<file path="src/rtl/weighted_round_robin_task_scheduler_assert.svh">
// ----------------------------------------------------------------------------
// scheduler assertion macros
// clocked concurrent assertions with the synchronous reset as disable
// ----------------------------------------------------------------------------
`ifndef WEIGHTED_ROUND_ROBIN_TASK_SCHEDULER_ASSERT_SVH
`define WEIGHTED_ROUND_ROBIN_TASK_SCHEDULER_ASSERT_SVH

// assertion with a fixed message
`define WRRTS_ASSERT(lbl, clk, rst, prop) \
   lbl: assert property (@(posedge clk) disable iff (rst) prop) \
      else $error("wrrts assertion failed");

// assertion with a caller message
`define WRRTS_ASSERT_MSG(lbl, clk, rst, prop, msg) \
   lbl: assert property (@(posedge clk) disable iff (rst) prop) \
      else $error(msg);

`endif

</file>
<file path="src/rtl/wrrts_pkg.sv">
// ----------------------------------------------------------------------------
// scheduler package
// widths, codes, task entry layout and controller/datapath interface types
// ----------------------------------------------------------------------------
package wrrts_pkg;

   localparam int NUM_TASKS_DEFAULT = 8;
   localparam int CMD_W             = 3;
   localparam int SLOT_W            = 3;
   localparam int WEIGHT_W          = 8;
   localparam int COUNT_W           = 16;
   localparam int CSR_INDEX_W       = 2;

   localparam logic [WEIGHT_W-1:0] WEIGHT_MIN_RESET = 8'd1;
   localparam logic [WEIGHT_W-1:0] WEIGHT_MAX_RESET = 8'd16;

   // register indexes
   localparam logic [CSR_INDEX_W-1:0] CSR_WEIGHT_MIN = 2'd0;
   localparam logic [CSR_INDEX_W-1:0] CSR_WEIGHT_MAX = 2'd1;

   typedef enum logic [CMD_W-1:0] {
      CMD_TICK       = 3'd0,
      CMD_REGISTER   = 3'd1,
      CMD_UNREGISTER = 3'd2,
      CMD_SET_WEIGHT = 3'd3,
      CMD_STOP       = 3'd4,
      CMD_BLOCK      = 3'd5,
      CMD_WAKE       = 3'd6,
      CMD_STATS      = 3'd7
   } cmd_type;

   typedef enum logic [1:0] {
      TS_UNUSED  = 2'd0,
      TS_READY   = 2'd1,
      TS_WAITING = 2'd2
   } task_state_type;

   // one task ram word
   typedef struct packed {
      logic [COUNT_W-1:0]  busy;
      logic                stop;
      logic [WEIGHT_W-1:0] budget;
      logic [WEIGHT_W-1:0] weight;
   } task_entry_type;

   // datapath operations issued by the controller, one per cycle
   typedef enum logic [4:0] {
      OP_NONE,
      OP_LATCH,
      OP_TICK_BEGIN,
      OP_TICK_KEEP,
      OP_TICK_RELOAD,
      OP_SCAN,
      OP_SCAN_HIT,
      OP_SCAN_IDLE,
      OP_REG_BEGIN,
      OP_REG_TAKE,
      OP_REG_NEXT,
      OP_REJECT,
      OP_RMW_READ,
      OP_UNREG,
      OP_SETW,
      OP_STOP,
      OP_BLOCK,
      OP_WAKE,
      OP_STATS
   } dp_op_type;

   // datapath status seen by the controller
   typedef struct packed {
      cmd_type cmd;
      logic    in_range;
      logic    used;
      logic    cur_ready;
      logic    next_ready;
      logic    scan_last;
      logic    budget_gt1;
      logic    reg_free;
      logic    reg_last;
   } dp_status_type;

   typedef enum logic [2:0] {
      ST_IDLE,
      ST_DECODE,
      ST_TICK_CUR,
      ST_SCAN,
      ST_SCAN_HIT,
      ST_REG,
      ST_RMW
   } ctl_state_type;

endpackage

</file>
<file path="src/rtl/wrrts_ram.sv">
// ----------------------------------------------------------------------------
// generic ram
// one write port, one read port with registered read data
// ----------------------------------------------------------------------------
module wrrts_ram #(
   parameter int WIDTH = 8,
   parameter int DEPTH = 8
) (
   input  logic                                    clock,
   input  logic                                    wr_en,
   input  logic [((DEPTH > 1) ? $clog2(DEPTH) : 1)-1:0] wr_addr,
   input  logic [WIDTH-1:0]                        wr_data,
   input  logic                                    rd_en,
   input  logic [((DEPTH > 1) ? $clog2(DEPTH) : 1)-1:0] rd_addr,
   output logic [WIDTH-1:0]                        rd_data
);

   logic [WIDTH-1:0] mem_ff [DEPTH];
   logic [WIDTH-1:0] rd_data_ff;

   always_ff @(posedge clock) begin
      if (wr_en) begin
         mem_ff[wr_addr] <= wr_data;
      end
      if (rd_en) begin
         rd_data_ff <= mem_ff[rd_addr];
      end
   end

   assign rd_data = rd_data_ff;

endmodule

</file>
<file path="src/rtl/wrrts_ctrl.sv">
// ----------------------------------------------------------------------------
// scheduler controller
// sequences ticks, slot scans, registration, read-modify-write and block/wake commands
// ----------------------------------------------------------------------------
module wrrts_ctrl (
   input  logic                    clock,
   input  logic                    reset,
   input  logic                    start,
   output logic                    busy,
   input  wrrts_pkg::dp_status_type status,
   output wrrts_pkg::dp_op_type    op
);

   wrrts_pkg::ctl_state_type state_ff;
   wrrts_pkg::ctl_state_type state_in;

   always_ff @(posedge clock) begin
      if (reset) begin
         state_ff <= wrrts_pkg::ST_IDLE;
      end else begin
         state_ff <= state_in;
      end
   end

   always_comb begin
      state_in = state_ff;
      op       = wrrts_pkg::OP_NONE;
      case (state_ff)
         wrrts_pkg::ST_IDLE: begin
            if (start) begin
               op       = wrrts_pkg::OP_LATCH;
               state_in = wrrts_pkg::ST_DECODE;
            end
         end
         wrrts_pkg::ST_DECODE: begin
            case (status.cmd)
               wrrts_pkg::CMD_TICK: begin
                  op       = wrrts_pkg::OP_TICK_BEGIN;
                  state_in = status.cur_ready ? wrrts_pkg::ST_TICK_CUR : wrrts_pkg::ST_SCAN;
               end
               wrrts_pkg::CMD_REGISTER: begin
                  op       = wrrts_pkg::OP_REG_BEGIN;
                  state_in = wrrts_pkg::ST_REG;
               end
               wrrts_pkg::CMD_UNREGISTER, wrrts_pkg::CMD_SET_WEIGHT,
               wrrts_pkg::CMD_STOP: begin
                  if (status.used) begin
                     op       = wrrts_pkg::OP_RMW_READ;
                     state_in = wrrts_pkg::ST_RMW;
                  end else begin
                     op       = wrrts_pkg::OP_REJECT;
                     state_in = wrrts_pkg::ST_IDLE;
                  end
               end
               wrrts_pkg::CMD_BLOCK: begin
                  op       = status.used ? wrrts_pkg::OP_BLOCK : wrrts_pkg::OP_REJECT;
                  state_in = wrrts_pkg::ST_IDLE;
               end
               wrrts_pkg::CMD_WAKE: begin
                  op       = status.used ? wrrts_pkg::OP_WAKE : wrrts_pkg::OP_REJECT;
                  state_in = wrrts_pkg::ST_IDLE;
               end
               wrrts_pkg::CMD_STATS: begin
                  if (status.in_range) begin
                     op       = wrrts_pkg::OP_RMW_READ;
                     state_in = wrrts_pkg::ST_RMW;
                  end else begin
                     op       = wrrts_pkg::OP_REJECT;
                     state_in = wrrts_pkg::ST_IDLE;
                  end
               end
               default: begin
                  op       = wrrts_pkg::OP_REJECT;
                  state_in = wrrts_pkg::ST_IDLE;
               end
            endcase
         end
         wrrts_pkg::ST_TICK_CUR: begin
            if (status.budget_gt1) begin
               op       = wrrts_pkg::OP_TICK_KEEP;
               state_in = wrrts_pkg::ST_IDLE;
            end else begin
               op       = wrrts_pkg::OP_TICK_RELOAD;
               state_in = wrrts_pkg::ST_SCAN;
            end
         end
         wrrts_pkg::ST_SCAN: begin
            if (status.next_ready) begin
               op       = wrrts_pkg::OP_SCAN;
               state_in = wrrts_pkg::ST_SCAN_HIT;
            end else if (status.scan_last) begin
               op       = wrrts_pkg::OP_SCAN_IDLE;
               state_in = wrrts_pkg::ST_IDLE;
            end else begin
               op       = wrrts_pkg::OP_SCAN;
            end
         end
         wrrts_pkg::ST_SCAN_HIT: begin
            op       = wrrts_pkg::OP_SCAN_HIT;
            state_in = wrrts_pkg::ST_IDLE;
         end
         wrrts_pkg::ST_REG: begin
            if (status.reg_free) begin
               op       = wrrts_pkg::OP_REG_TAKE;
               state_in = wrrts_pkg::ST_IDLE;
            end else if (status.reg_last) begin
               op       = wrrts_pkg::OP_REJECT;
               state_in = wrrts_pkg::ST_IDLE;
            end else begin
               op       = wrrts_pkg::OP_REG_NEXT;
            end
         end
         wrrts_pkg::ST_RMW: begin
            state_in = wrrts_pkg::ST_IDLE;
            case (status.cmd)
               wrrts_pkg::CMD_UNREGISTER: op = wrrts_pkg::OP_UNREG;
               wrrts_pkg::CMD_SET_WEIGHT: op = wrrts_pkg::OP_SETW;
               wrrts_pkg::CMD_STOP:       op = wrrts_pkg::OP_STOP;
               wrrts_pkg::CMD_STATS:      op = wrrts_pkg::OP_STATS;
               default:                   op = wrrts_pkg::OP_REJECT;
            endcase
         end
         default: begin
            state_in = wrrts_pkg::ST_IDLE;
         end
      endcase
   end

   assign busy = (state_ff != wrrts_pkg::ST_IDLE);

endmodule

</file>
<file path="src/rtl/wrrts_dp.sv">
// ----------------------------------------------------------------------------
// scheduler datapath
// task status flags, task ram, counters, probe pointer and result registers
// ----------------------------------------------------------------------------
module wrrts_dp #(
   parameter int NUM_TASKS = wrrts_pkg::NUM_TASKS_DEFAULT
) (
   input  logic                                 clock,
   input  logic                                 reset,
   input  wrrts_pkg::dp_op_type                 op,
   output wrrts_pkg::dp_status_type             status,
   input  logic [wrrts_pkg::CMD_W-1:0]          req_cmd,
   input  logic [wrrts_pkg::SLOT_W-1:0]         req_slot,
   input  logic [wrrts_pkg::WEIGHT_W-1:0]       req_weight,
   input  logic                                 csr_we,
   input  logic [wrrts_pkg::CSR_INDEX_W-1:0]    csr_index,
   input  logic [wrrts_pkg::WEIGHT_W-1:0]       csr_data,
   output logic                                 rsp_valid,
   output logic                                 rsp_ok,
   output logic [wrrts_pkg::SLOT_W-1:0]         rsp_slot_id,
   output logic [wrrts_pkg::SLOT_W-1:0]         rsp_current_task,
   output logic                                 rsp_went_idle,
   output logic [wrrts_pkg::COUNT_W-1:0]        rsp_busy_ticks,
   output logic [wrrts_pkg::COUNT_W-1:0]        rsp_idle_ticks,
   output logic [wrrts_pkg::COUNT_W-1:0]        rsp_total_ticks,
   output logic                                 rsp_stop_flag
);

   localparam int IDX_W   = (NUM_TASKS > 1) ? $clog2(NUM_TASKS) : 1;
   localparam int LEFT_W  = $clog2(NUM_TASKS + 1);
   localparam int ENTRY_W = $bits(wrrts_pkg::task_entry_type);
   localparam logic [IDX_W-1:0]  LAST_IDX  = IDX_W'(NUM_TASKS - 1);
   localparam logic [LEFT_W-1:0] LEFT_INIT = LEFT_W'(NUM_TASKS);

   // item and configuration
   wrrts_pkg::cmd_type                  item_cmd_ff, item_cmd_in;
   logic [wrrts_pkg::SLOT_W-1:0]        item_slot_ff, item_slot_in;
   logic [wrrts_pkg::WEIGHT_W-1:0]      item_weight_ff, item_weight_in;
   logic [wrrts_pkg::WEIGHT_W-1:0]      wmin_ff, wmin_in;
   logic [wrrts_pkg::WEIGHT_W-1:0]      wmax_ff, wmax_in;

   // task table flags and counters
   wrrts_pkg::task_state_type           status_ff [NUM_TASKS];
   wrrts_pkg::task_state_type           status_in [NUM_TASKS];
   logic [NUM_TASKS-1:0]                written_ff, written_in;
   logic [IDX_W-1:0]                    running_ff, running_in;
   logic [IDX_W-1:0]                    probe_ff, probe_in;
   logic [LEFT_W-1:0]                   left_ff, left_in;
   logic [wrrts_pkg::COUNT_W-1:0]       idle_count_ff, idle_count_in;
   logic [wrrts_pkg::COUNT_W-1:0]       tick_total_ff, tick_total_in;
   logic                                rd_written_ff, rd_written_in;

   // result registers
   logic                                rsp_valid_ff, rsp_valid_in;
   logic                                rsp_ok_ff, rsp_ok_in;
   logic [wrrts_pkg::SLOT_W-1:0]        rsp_slot_id_ff, rsp_slot_id_in;
   logic [wrrts_pkg::SLOT_W-1:0]        rsp_current_task_ff, rsp_current_task_in;
   logic                                rsp_went_idle_ff, rsp_went_idle_in;
   logic [wrrts_pkg::COUNT_W-1:0]       rsp_busy_ticks_ff, rsp_busy_ticks_in;
   logic [wrrts_pkg::COUNT_W-1:0]       rsp_idle_ticks_ff, rsp_idle_ticks_in;
   logic [wrrts_pkg::COUNT_W-1:0]       rsp_total_ticks_ff, rsp_total_ticks_in;
   logic                                rsp_stop_ff, rsp_stop_in;

   // ram port signals
   logic                                ram_wr_en, ram_rd_en;
   logic [IDX_W-1:0]                    ram_wr_addr, ram_rd_addr;
   logic [ENTRY_W-1:0]                  ram_rd_data;
   wrrts_pkg::task_entry_type           wr_entry, rd_entry;

   // finish controls
   logic                                fin, fin_ok, fin_idle, fin_stats;
   logic [wrrts_pkg::SLOT_W-1:0]        fin_sid;

   logic [IDX_W-1:0]                    slot_idx, next_probe;
   logic [wrrts_pkg::WEIGHT_W-1:0]      wclamp;
   logic                                in_range, used;

   wrrts_ram #(
      .WIDTH (ENTRY_W),
      .DEPTH (NUM_TASKS)
   ) u_task_ram (
      .clock   (clock),
      .wr_en   (ram_wr_en),
      .wr_addr (ram_wr_addr),
      .wr_data (wr_entry),
      .rd_en   (ram_rd_en),
      .rd_addr (ram_rd_addr),
      .rd_data (ram_rd_data)
   );

   // never registered slots read as zero
   assign rd_entry = rd_written_ff ? wrrts_pkg::task_entry_type'(ram_rd_data) : '0;

   assign slot_idx   = IDX_W'(item_slot_ff);
   assign in_range   = (32'(item_slot_ff) < 32'(NUM_TASKS));
   assign used       = in_range && (status_ff[slot_idx] != wrrts_pkg::TS_UNUSED);
   assign next_probe = (probe_ff == LAST_IDX) ? '0 : probe_ff + IDX_W'(1);

   // lower clamp is tested first
   assign wclamp = (item_weight_ff < wmin_ff) ? wmin_ff :
                   (item_weight_ff > wmax_ff) ? wmax_ff : item_weight_ff;

   always_comb begin
      status.cmd        = item_cmd_ff;
      status.in_range   = in_range;
      status.used       = used;
      status.cur_ready  = (status_ff[running_ff] == wrrts_pkg::TS_READY);
      status.next_ready = (status_ff[next_probe] == wrrts_pkg::TS_READY);
      status.scan_last  = (left_ff == LEFT_W'(1));
      status.budget_gt1 = (rd_entry.budget > 8'd1);
      status.reg_free   = (status_ff[probe_ff] == wrrts_pkg::TS_UNUSED);
      status.reg_last   = (probe_ff == LAST_IDX);
   end

   always_comb begin
      item_cmd_in    = item_cmd_ff;
      item_slot_in   = item_slot_ff;
      item_weight_in = item_weight_ff;
      wmin_in        = wmin_ff;
      wmax_in        = wmax_ff;
      status_in      = status_ff;
      written_in     = written_ff;
      running_in     = running_ff;
      probe_in       = probe_ff;
      left_in        = left_ff;
      idle_count_in  = idle_count_ff;
      tick_total_in  = tick_total_ff;
      rd_written_in  = rd_written_ff;
      ram_wr_en      = 1'b0;
      ram_rd_en      = 1'b0;
      ram_wr_addr    = probe_ff;
      ram_rd_addr    = probe_ff;
      wr_entry       = rd_entry;
      fin            = 1'b0;
      fin_ok         = 1'b1;
      fin_idle       = 1'b0;
      fin_stats      = 1'b0;
      fin_sid        = '0;

      if (csr_we) begin
         if (csr_index == wrrts_pkg::CSR_WEIGHT_MIN) begin
            wmin_in = csr_data;
         end else if (csr_index == wrrts_pkg::CSR_WEIGHT_MAX) begin
            wmax_in = csr_data;
         end
      end

      case (op)
         wrrts_pkg::OP_LATCH: begin
            item_cmd_in    = wrrts_pkg::cmd_type'(req_cmd);
            item_slot_in   = req_slot;
            item_weight_in = req_weight;
         end
         wrrts_pkg::OP_TICK_BEGIN: begin
            tick_total_in = tick_total_ff + 16'd1;
            probe_in      = running_ff;
            left_in       = LEFT_INIT;
            ram_rd_en     = 1'b1;
            ram_rd_addr   = running_ff;
         end
         wrrts_pkg::OP_TICK_KEEP: begin
            ram_wr_en       = 1'b1;
            wr_entry.budget = rd_entry.budget - 8'd1;
            wr_entry.busy   = rd_entry.busy + 16'd1;
            fin             = 1'b1;
         end
         wrrts_pkg::OP_TICK_RELOAD: begin
            ram_wr_en       = 1'b1;
            wr_entry.budget = rd_entry.weight;
         end
         wrrts_pkg::OP_SCAN: begin
            probe_in    = next_probe;
            left_in     = left_ff - LEFT_W'(1);
            ram_rd_en   = 1'b1;
            ram_rd_addr = next_probe;
         end
         wrrts_pkg::OP_SCAN_HIT: begin
            ram_wr_en = 1'b1;
            if (rd_entry.budget == 8'd0) begin
               wr_entry.budget = rd_entry.weight;
            end
            wr_entry.busy = rd_entry.busy + 16'd1;
            running_in    = probe_ff;
            fin           = 1'b1;
         end
         wrrts_pkg::OP_SCAN_IDLE: begin
            idle_count_in = idle_count_ff + 16'd1;
            fin           = 1'b1;
            fin_idle      = 1'b1;
         end
         wrrts_pkg::OP_REG_BEGIN: begin
            probe_in = '0;
         end
         wrrts_pkg::OP_REG_TAKE: begin
            ram_wr_en            = 1'b1;
            wr_entry.busy        = '0;
            wr_entry.stop        = 1'b0;
            wr_entry.budget      = wclamp;
            wr_entry.weight      = wclamp;
            status_in[probe_ff]  = wrrts_pkg::TS_READY;
            written_in[probe_ff] = 1'b1;
            fin                  = 1'b1;
            fin_sid              = wrrts_pkg::SLOT_W'(probe_ff);
         end
         wrrts_pkg::OP_REG_NEXT: begin
            probe_in = probe_ff + IDX_W'(1);
         end
         wrrts_pkg::OP_REJECT: begin
            fin    = 1'b1;
            fin_ok = 1'b0;
         end
         wrrts_pkg::OP_RMW_READ: begin
            ram_rd_en   = 1'b1;
            ram_rd_addr = slot_idx;
         end
         wrrts_pkg::OP_UNREG: begin
            ram_wr_en           = 1'b1;
            ram_wr_addr         = slot_idx;
            wr_entry.stop       = 1'b0;
            wr_entry.budget     = '0;
            wr_entry.weight     = '0;
            status_in[slot_idx] = wrrts_pkg::TS_UNUSED;
            fin                 = 1'b1;
         end
         wrrts_pkg::OP_SETW: begin
            ram_wr_en       = 1'b1;
            ram_wr_addr     = slot_idx;
            wr_entry.weight = wclamp;
            if ((rd_entry.budget == 8'd0) || (rd_entry.budget > wclamp)) begin
               wr_entry.budget = wclamp;
            end
            fin = 1'b1;
         end
         wrrts_pkg::OP_STOP: begin
            ram_wr_en     = 1'b1;
            ram_wr_addr   = slot_idx;
            wr_entry.stop = 1'b1;
            if (status_ff[slot_idx] == wrrts_pkg::TS_WAITING) begin
               status_in[slot_idx] = wrrts_pkg::TS_READY;
            end
            fin = 1'b1;
         end
         wrrts_pkg::OP_BLOCK: begin
            status_in[slot_idx] = wrrts_pkg::TS_WAITING;
            fin                 = 1'b1;
         end
         wrrts_pkg::OP_WAKE: begin
            if (status_ff[slot_idx] == wrrts_pkg::TS_WAITING) begin
               status_in[slot_idx] = wrrts_pkg::TS_READY;
            end
            fin = 1'b1;
         end
         wrrts_pkg::OP_STATS: begin
            fin       = 1'b1;
            fin_stats = 1'b1;
         end
         default: begin
         end
      endcase

      if (ram_rd_en) begin
         rd_written_in = written_ff[ram_rd_addr];
      end
   end

   // result capture
   always_comb begin
      rsp_valid_in        = fin;
      rsp_ok_in           = rsp_ok_ff;
      rsp_slot_id_in      = rsp_slot_id_ff;
      rsp_current_task_in = rsp_current_task_ff;
      rsp_went_idle_in    = rsp_went_idle_ff;
      rsp_busy_ticks_in   = rsp_busy_ticks_ff;
      rsp_idle_ticks_in   = rsp_idle_ticks_ff;
      rsp_total_ticks_in  = rsp_total_ticks_ff;
      rsp_stop_in         = rsp_stop_ff;
      if (fin) begin
         rsp_ok_in           = fin_ok;
         rsp_slot_id_in      = fin_sid;
         rsp_current_task_in = wrrts_pkg::SLOT_W'(running_in);
         rsp_went_idle_in    = fin_idle;
         rsp_busy_ticks_in   = fin_stats ? rd_entry.busy : '0;
         rsp_idle_ticks_in   = fin_stats ? idle_count_ff : '0;
         rsp_total_ticks_in  = fin_stats ? tick_total_ff : '0;
         rsp_stop_in         = fin_stats & rd_entry.stop;
      end
   end

   always_ff @(posedge clock) begin
      if (reset) begin
         wmin_ff       <= wrrts_pkg::WEIGHT_MIN_RESET;
         wmax_ff       <= wrrts_pkg::WEIGHT_MAX_RESET;
         status_ff     <= '{default: wrrts_pkg::TS_UNUSED};
         written_ff    <= '0;
         running_ff    <= '0;
         idle_count_ff <= '0;
         tick_total_ff <= '0;
         rsp_valid_ff  <= 1'b0;
      end else begin
         wmin_ff       <= wmin_in;
         wmax_ff       <= wmax_in;
         status_ff     <= status_in;
         written_ff    <= written_in;
         running_ff    <= running_in;
         idle_count_ff <= idle_count_in;
         tick_total_ff <= tick_total_in;
         rsp_valid_ff  <= rsp_valid_in;
      end
   end

   always_ff @(posedge clock) begin
      item_cmd_ff         <= item_cmd_in;
      item_slot_ff        <= item_slot_in;
      item_weight_ff      <= item_weight_in;
      probe_ff            <= probe_in;
      left_ff             <= left_in;
      rd_written_ff       <= rd_written_in;
      rsp_ok_ff           <= rsp_ok_in;
      rsp_slot_id_ff      <= rsp_slot_id_in;
      rsp_current_task_ff <= rsp_current_task_in;
      rsp_went_idle_ff    <= rsp_went_idle_in;
      rsp_busy_ticks_ff   <= rsp_busy_ticks_in;
      rsp_idle_ticks_ff   <= rsp_idle_ticks_in;
      rsp_total_ticks_ff  <= rsp_total_ticks_in;
      rsp_stop_ff         <= rsp_stop_in;
   end

   assign rsp_valid          = rsp_valid_ff;
   assign rsp_ok             = rsp_ok_ff;
   assign rsp_slot_id        = rsp_slot_id_ff;
   assign rsp_current_task   = rsp_current_task_ff;
   assign rsp_went_idle      = rsp_went_idle_ff;
   assign rsp_busy_ticks     = rsp_busy_ticks_ff;
   assign rsp_idle_ticks     = rsp_idle_ticks_ff;
   assign rsp_total_ticks    = rsp_total_ticks_ff;
   assign rsp_stop_flag      = rsp_stop_ff;

endmodule

</file>
<file path="src/rtl/weighted_round_robin_task_scheduler.sv">
// ----------------------------------------------------------------------------
// weighted round-robin task scheduler
// task table with weights and budgets, tick scheduling and task commands
// ----------------------------------------------------------------------------
//
// channel   direction  handshake                   payload
// req       in         start high, busy low        req_cmd, req_slot, req_weight
// rsp       out        rsp_valid for one cycle     rsp_ok .. rsp_stop_flag
// csr       in         csr_valid and csr_ready     csr_index, csr_data
//
// block, wake and commands rejected at decode finish in the decode state; unregister,
// set weight, request stop, read stats and a budget-keeping tick add a task ram read
// before the result; register probes the slots from the lowest and a rescheduling
// tick scans them in round-robin order; the slot scans step one slot a cycle and every
// task word goes through the registered read port of the task ram
// a new transaction is taken in the cycle the previous result is strobed
// synchronous reset clears the status flags at once, no clearing pass
// the receiver cannot stall: each result is shown for exactly one cycle
//
module weighted_round_robin_task_scheduler #(
   parameter int NUM_TASKS = wrrts_pkg::NUM_TASKS_DEFAULT
) (
   input  logic                              clock,
   input  logic                              reset,
   // request transaction
   input  logic                              start,
   output logic                              busy,
   input  logic [wrrts_pkg::CMD_W-1:0]       req_cmd,
   input  logic [wrrts_pkg::SLOT_W-1:0]      req_slot,
   input  logic [wrrts_pkg::WEIGHT_W-1:0]    req_weight,
   // result transaction
   output logic                              rsp_valid,
   output logic                              rsp_ok,
   output logic [wrrts_pkg::SLOT_W-1:0]      rsp_slot_id,
   output logic [wrrts_pkg::SLOT_W-1:0]      rsp_current_task,
   output logic                              rsp_went_idle,
   output logic [wrrts_pkg::COUNT_W-1:0]     rsp_busy_ticks,
   output logic [wrrts_pkg::COUNT_W-1:0]     rsp_idle_ticks,
   output logic [wrrts_pkg::COUNT_W-1:0]     rsp_total_ticks,
   output logic                              rsp_stop_flag,
   // register write transaction
   input  logic                              csr_valid,
   output logic                              csr_ready,
   input  logic [wrrts_pkg::CSR_INDEX_W-1:0] csr_index,
   input  logic [wrrts_pkg::WEIGHT_W-1:0]    csr_data
);

   `include "weighted_round_robin_task_scheduler_assert.svh"

   wrrts_pkg::dp_status_type dp_status;
   wrrts_pkg::dp_op_type     dp_op;

   // register writes only with no transaction in flight or being taken
   assign csr_ready = !busy && !start;

   // controller: sequences each command through the datapath
   wrrts_ctrl u_ctrl (
      .clock  (clock),
      .reset  (reset),
      .start  (start),
      .busy   (busy),
      .status (dp_status),
      .op     (dp_op)
   );

   // datapath: task table, task ram, counters and result registers
   wrrts_dp #(
      .NUM_TASKS (NUM_TASKS)
   ) u_dp (
      .clock              (clock),
      .reset              (reset),
      .op                 (dp_op),
      .status             (dp_status),
      .req_cmd            (req_cmd),
      .req_slot           (req_slot),
      .req_weight         (req_weight),
      .csr_we             (csr_valid && csr_ready),
      .csr_index          (csr_index),
      .csr_data           (csr_data),
      .rsp_valid          (rsp_valid),
      .rsp_ok             (rsp_ok),
      .rsp_slot_id        (rsp_slot_id),
      .rsp_current_task   (rsp_current_task),
      .rsp_went_idle      (rsp_went_idle),
      .rsp_busy_ticks     (rsp_busy_ticks),
      .rsp_idle_ticks     (rsp_idle_ticks),
      .rsp_total_ticks    (rsp_total_ticks),
      .rsp_stop_flag      (rsp_stop_flag)
   );

   // one strobe per transaction, never two in a row
   `WRRTS_ASSERT(a_rsp_single, clock, reset, rsp_valid |=> !rsp_valid)

   // an accepted transaction always starts work
   `WRRTS_ASSERT(a_accept_busy, clock, reset, (start && !busy) |=> busy)

   // a result only follows a cycle of work
   `WRRTS_ASSERT(a_rsp_after_work, clock, reset, rsp_valid |-> $past(busy))

   // an idle tick is a successful tick and assigns no slot
   `WRRTS_ASSERT_MSG(a_idle_tick, clock, reset,
      (rsp_valid && rsp_went_idle) |-> (rsp_ok && (rsp_slot_id == 3'd0)),
      "idle tick reported with bad ok or slot id")

endmodule

</file>
<file path="config.mk">
export PLATFORM = sky130hd
export DESIGN_NAME = weighted_round_robin_task_scheduler
export DESIGN_NICKNAME = d
export VERILOG_FILES = /design/src/rtl/wrrts_pkg.sv /design/src/rtl/wrrts_ram.sv /design/src/rtl/wrrts_ctrl.sv /design/src/rtl/wrrts_dp.sv /design/src/rtl/weighted_round_robin_task_scheduler.sv
export VERILOG_INCLUDE_DIRS = /design/src /design/src/rtl
export SDC_FILE = /design/constraint.sdc
export NUM_CORES = 1
export LEC_CHECK = 0
export BUFFER_PORTS_ARGS = -buffer_cell sky130_fd_sc_hd__buf_2
export CAP_MARGIN = 20
export CORE_MARGIN = 2
export CORE_UTILIZATION = 55
export DETAILED_ROUTE_END_ITERATION = 7
export PLACE_DENSITY = 0.7
export SLEW_MARGIN = 10
export SYNTH_ARGS = -nofsm -noshare
export SYNTH_HDL_FRONTEND = slang
export SYNTH_SLANG_ARGS = --single-unit
</file>
<file path="constraint.sdc">
create_clock -name clock -period 6.5 [get_ports clock]
set_input_delay 0.325 -clock clock [delete_from_list [all_inputs] [get_ports clock]]
set_output_delay 0.325 -clock clock [all_outputs]
set_load 0.005 [all_outputs]
</file>
==> flow_summary.rst <==
.. list-table::
   :header-rows: 1

   * - Metric
     - Value
   * - Maximum single-stage delay on the critical path
     - 0.78 ns
   * - Worst setup timing slack at the placement stage
     - 1.439 ns
   * - Core Area
     - 36610 um^2
   * - Least-Margin Pin Slew
     - 1.086 ns
   * - Status
     - finished clean
   * - Buffer levels on the longest clock path
     - 3
   * - Via Count
     - 13.28k
   * - Horizontal die dimension
     - 196.9 um
   * - Ratio of cells with drive above 1 in the final layout
     - 13.75%
   * - Arrival time at the worst endpoint
     - 5.33 ns
   * - Initial antenna violation count
     - 0
   * - Half-perimeter wire length after placement
     - 30540 um
   * - Port-buffer cells
     - 87
   * - Post-detailed-route via-to-cell ratio
     - 6.119
   * - Post-synthesis sequential area ratio
     - 62.92%
   * - Final setup slack of the worst path
     - 1.367 ns
   * - Total area of multi-input combinational cells
     - 7077 um^2
   * - Critical path startpoint category
     - flip-flop
   * - Setup fix buffers added after clock tree synthesis
     - 0
   * - Number of buffers created by CTS
     - 46
   * - DRT Pass-1 Iters
     - 5
   * - Critical Path Source
     - u_dp.item_weight_ff[6]
   * - Synth async-reset ratio
     - 0%
   * - CTS clk-pin slew, worst paths
     - 0.06 ns
   * - Sequential cell area in the final layout
     - 12870 um^2
   * - Worst r2r src
     - u_dp.item_weight_ff[6]
   * - Routability congestion estimate
     - 0.9342
   * - Clock skew after layout
     - 0.02743 ns
   * - Number of flops mapped to enable cells by yosys
     - 376
   * - Synth Net Count
     - 1630
   * - Area overhead of the layout relative to synthesis
     - 12.81%
   * - GRT Residual Overflow
     - 0
   * - Overall routed net length
     - 47860 um
   * - Crit. End Element
     - flip-flop
   * - Count of final setup violators
     - 0
   * - Static Leak
     - 8.509 nW
   * - TNS Setup
     - 0 ns
   * - Worst EP required
     - 6.69 ns
   * - Wire length of the first global-routing pass
     - 74240 um
   * - Layout Nets
     - 1727
   * - Largest driver fanout on the critical path
     - 15
   * - Mapped cell area
     - 20460 um^2
   * - Count of H-tree levels built during CTS
     - 2
   * - Fin crit share
     - 78.97%
   * - Peak supply drop
     - 406.2 uV
   * - Maximum achievable frequency
     - 194.8 MHz
   * - Register-to-Register Path Depth
     - 17
   * - Number of distinct library cell variants in the gate-level netlist after synthesis
     - 87
   * - Flop and latch count out of synthesis
     - 455
   * - Mapped Avg Cell Area
     - 13.04 um^2
   * - Number of buffer and inverter instances along the worst setup path
     - 1
   * - End point of the critical path
     - u_dp.u_task_ram.mem_ff[0][8]
   * - Initial standard-cell utilization of the core
     - 55.88%
   * - YS warnings
     - 0
   * - Type of the worst min-delay path
     - in -> reg
   * - Number of standard-cell rows in the floorplan
     - 70
   * - Drt initial violations
     - 1388
   * - Clock tree from TritonCTS
     - built
   * - FILL cells
     - 2771
   * - Stages on the worst setup path
     - 17
   * - Largest net degree at the start of global routing
     - 72
   * - PD cells
     - 473.0 nW/um^2
   * - Number of antenna cells inserted
     - 0
   * - Count of instances resized after the clock tree is built
     - 0
   * - Type of the worst setup path
     - reg -> reg
   * - Total Routing Usage GR
     - 24.95%
   * - Final routed DRC violation total
     - 0
   * - Clock Latency Late Sink
     - 0.60 ns
   * - Max-slew violation count
     - 0
   * - Dominant delay contributor by cell family on the critical path
     - compound AO/OA/AOI/OAI gates
   * - Final count of hold timing violations
     - 0
   * - R2R setup slack
     - 1.37 ns
   * - Reg-to-reg critical path endpoint
     - u_dp.u_task_ram.mem_ff[0][8]
   * - Most frequently used flop master after synthesis
     - sky130_fd_sc_hd__edfxtp_1
   * - Most used cells in the layout excluding fill and tap cells
     - sky130_fd_sc_hd__edfxtp_1, sky130_fd_sc_hd__mux2i_1, sky130_fd_sc_hd__nor2_1
   * - Die outline height
     - 196.9 um
   * - Shortest clock period the worst path allows after layout
     - 5.133 ns
   * - Reported max-cap violation count
     - 0
   * - CP max-delay cell
     - sky130_fd_sc_hd__o21ai_1
   * - Commonest non-fill, non-tap cell in the layout
     - sky130_fd_sc_hd__edfxtp_1
   * - Die Area
     - 38750 um^2
   * - Master cell of the clock root buffer
     - sky130_fd_sc_hd__clkbuf_16
   * - Average detailed-routed wire length per instance
     - 22.05 um
   * - IO Count
     - 88
   * - Remaining antenna violation count after routing
     - 0
   * - Max-slew headroom at the worst pin
     - 27.44%
   * - Vias in the first global route
     - 12.90k
   * - Cells after synthesis
     - 1569
   * - # clock sinks
     - 455
   * - Unrepaired setup endpoints after global routing
     - false
   * - Hold_sp
     - csr_data[3]
   * - Hold buffer count at CTS
     - 21
   * - Worst path cell trace
     - ha_1 > a21o_1 > a21oi_1 > o221ai_1 > o21ai_1 > nand2_1 > o211ai_1 > o21ai_0 > ha_1 > nor2b_1 > o21a_1 > o21ai_0 > a21oi_1 > o21ai_0 > inv_1 > a21oi_1 > o211ai_1
-- routing by layer --
metal	track usage (%)	vias to the layer above	wire (um)
met5	0	-	0
met4	9.357	0	1761
met3	4.449	114	3575
met2	38.93	538	21670
met1	35.23	6484	20850
li1	-	6143	-
-- cell usage after synthesis, types with 5 or more instances --
cell	n	area [um^2]
sky130_fd_sc_hd__o32ai_1	8	70.07
sky130_fd_sc_hd__inv_1	43	161.4
sky130_fd_sc_hd__nand3b_1	6	45.04
sky130_fd_sc_hd__nand4_1	11	68.82
sky130_fd_sc_hd__nor3_1	14	70.07
sky130_fd_sc_hd__o2bb2ai_1	7	61.31
sky130_fd_sc_hd__o21ai_0	36	180.2
sky130_fd_sc_hd__clkbuf_1	46	172.7
sky130_fd_sc_hd__a221oi_1	9	78.83
sky130_fd_sc_hd__mux2_2	5	56.30
sky130_fd_sc_hd__nand2_1	101	379.1
sky130_fd_sc_hd__or3_1	7	43.79
sky130_fd_sc_hd__mux4_2	6	135.1
sky130_fd_sc_hd__nor4_1	7	43.79
sky130_fd_sc_hd__nand2b_1	23	143.9
sky130_fd_sc_hd__a21oi_1	48	240.2
sky130_fd_sc_hd__or2_2	7	43.79
sky130_fd_sc_hd__nand3_1	41	205.2
sky130_fd_sc_hd__o211ai_1	17	127.6
sky130_fd_sc_hd__and3_1	31	193.9
sky130_fd_sc_hd__buf_4	5	37.54
sky130_fd_sc_hd__xnor2_1	13	113.9
sky130_fd_sc_hd__a21o_1	13	97.59
sky130_fd_sc_hd__edfxtp_1	376	11290
sky130_fd_sc_hd__a31oi_1	6	37.54
sky130_fd_sc_hd__nor2b_1	15	93.84
sky130_fd_sc_hd__dfxtp_1	79	1582
sky130_fd_sc_hd__o221ai_1	38	332.8
sky130_fd_sc_hd__o21ai_1	11	55.05
sky130_fd_sc_hd__a211oi_1	9	67.56
sky130_fd_sc_hd__buf_6	9	101.4
sky130_fd_sc_hd__ha_1	33	412.9
sky130_fd_sc_hd__o22a_1	33	289.0
sky130_fd_sc_hd__xor2_1	21	183.9
sky130_fd_sc_hd__a22oi_1	7	52.55
sky130_fd_sc_hd__buf_2	20	100.1
sky130_fd_sc_hd__mux2i_1	158	1582
sky130_fd_sc_hd__nor2_1	119	446.7
sky130_fd_sc_hd__and2_1	55	344.1
-- tightest hold or removal path, cell delays in order --
cell	delay, ns
sky130_fd_sc_hd__buf_2	0.10
sky130_fd_sc_hd__mux2i_1	0.06
sky130_fd_sc_hd__nor2_1	0.07
-- final cells by class --
type / count / share of cell area (%)
clock inverters: 27 / 1.285
inverters: 45 / 0.7319
well taps: 468 / 2.537
flip-flops and latches: 455 / 55.78
clock buffers: 57 / 5.167
multi-input cells: 985 / 30.66
repair buffers: 133 / 3.838
-- sequential cells by signal, summed over array words and instances (netlist names), 16 cells and up --
register,flops
u_dp.rsp_idle_ticks,16
u_dp.u_task_ram.mem_ff,264
u_dp.u_task_ram.rd_data,33
u_dp.status_ff,16
u_dp.idle_count_ff,16
u_dp.rsp_busy_ticks,16
u_dp.tick_total_ff,16
u_dp.rsp_total_ticks,16
-- metrics by stage --
stage	instance area [um^2]	total power [W]	utilization (%)	cells	hold WS [ns]
2_1_floorplan	20460	0.007079	-	1569	0.4239
3_3_place_gp	21320	0.008205	58.25	2063	0.4492
3_5_place_dp	21320	0.008290	58.25	2063	0.4670
4_1_cts	23020	0.01092	62.89	2168	0.003899
5_1_grt	23080	0.01145	63.04	2170	0.03489
6_report	23080	0.01092	63.04	2170	0.02121
-- power breakdown --
group | switching (W) | leakage [nW] | internal, W
logic | 0.00241 | 3.66 | 0.00132
clock network | 0.00111 | 0.732 | 0.00151
registers | 0.000335 | 4.11 | 0.00423
-- worst min path at each step --
stage	to	slack, ns	cells past startpoint
6_report	u_dp.wmin_ff[3]	0.02	3
5_1_grt	u_dp.wmin_ff[3]	0.03	3
4_1_cts	u_dp.wmin_ff[3]	0.004	3
3_5_place_dp	u_dp.written_ff[6]	0.47	2
3_3_place_gp	u_dp.written_ff[0]	0.45	2
2_1_floorplan	u_dp.item_cmd_ff[0]	0.42	0
-- cell families (layout without fill, tap and decap cells) --
group / count (synthesis) / in the layout / synth area share (%)
AND/OR/NAND/NOR: 459 / 459 / 11.32
flip-flops: 455 / 455 / 62.92
AO/OA/AOI/OAI: 289 / 289 / 10.57
multiplexers: 170 / 170 / 8.795
buffers and inverters: 129 / 262 / 2.911
XOR/XNOR: 34 / 34 / 1.456
adder cells (fa/ha/maj): 33 / 33 / 2.018
No activity file was read; power rests on OpenSTA's default activity.
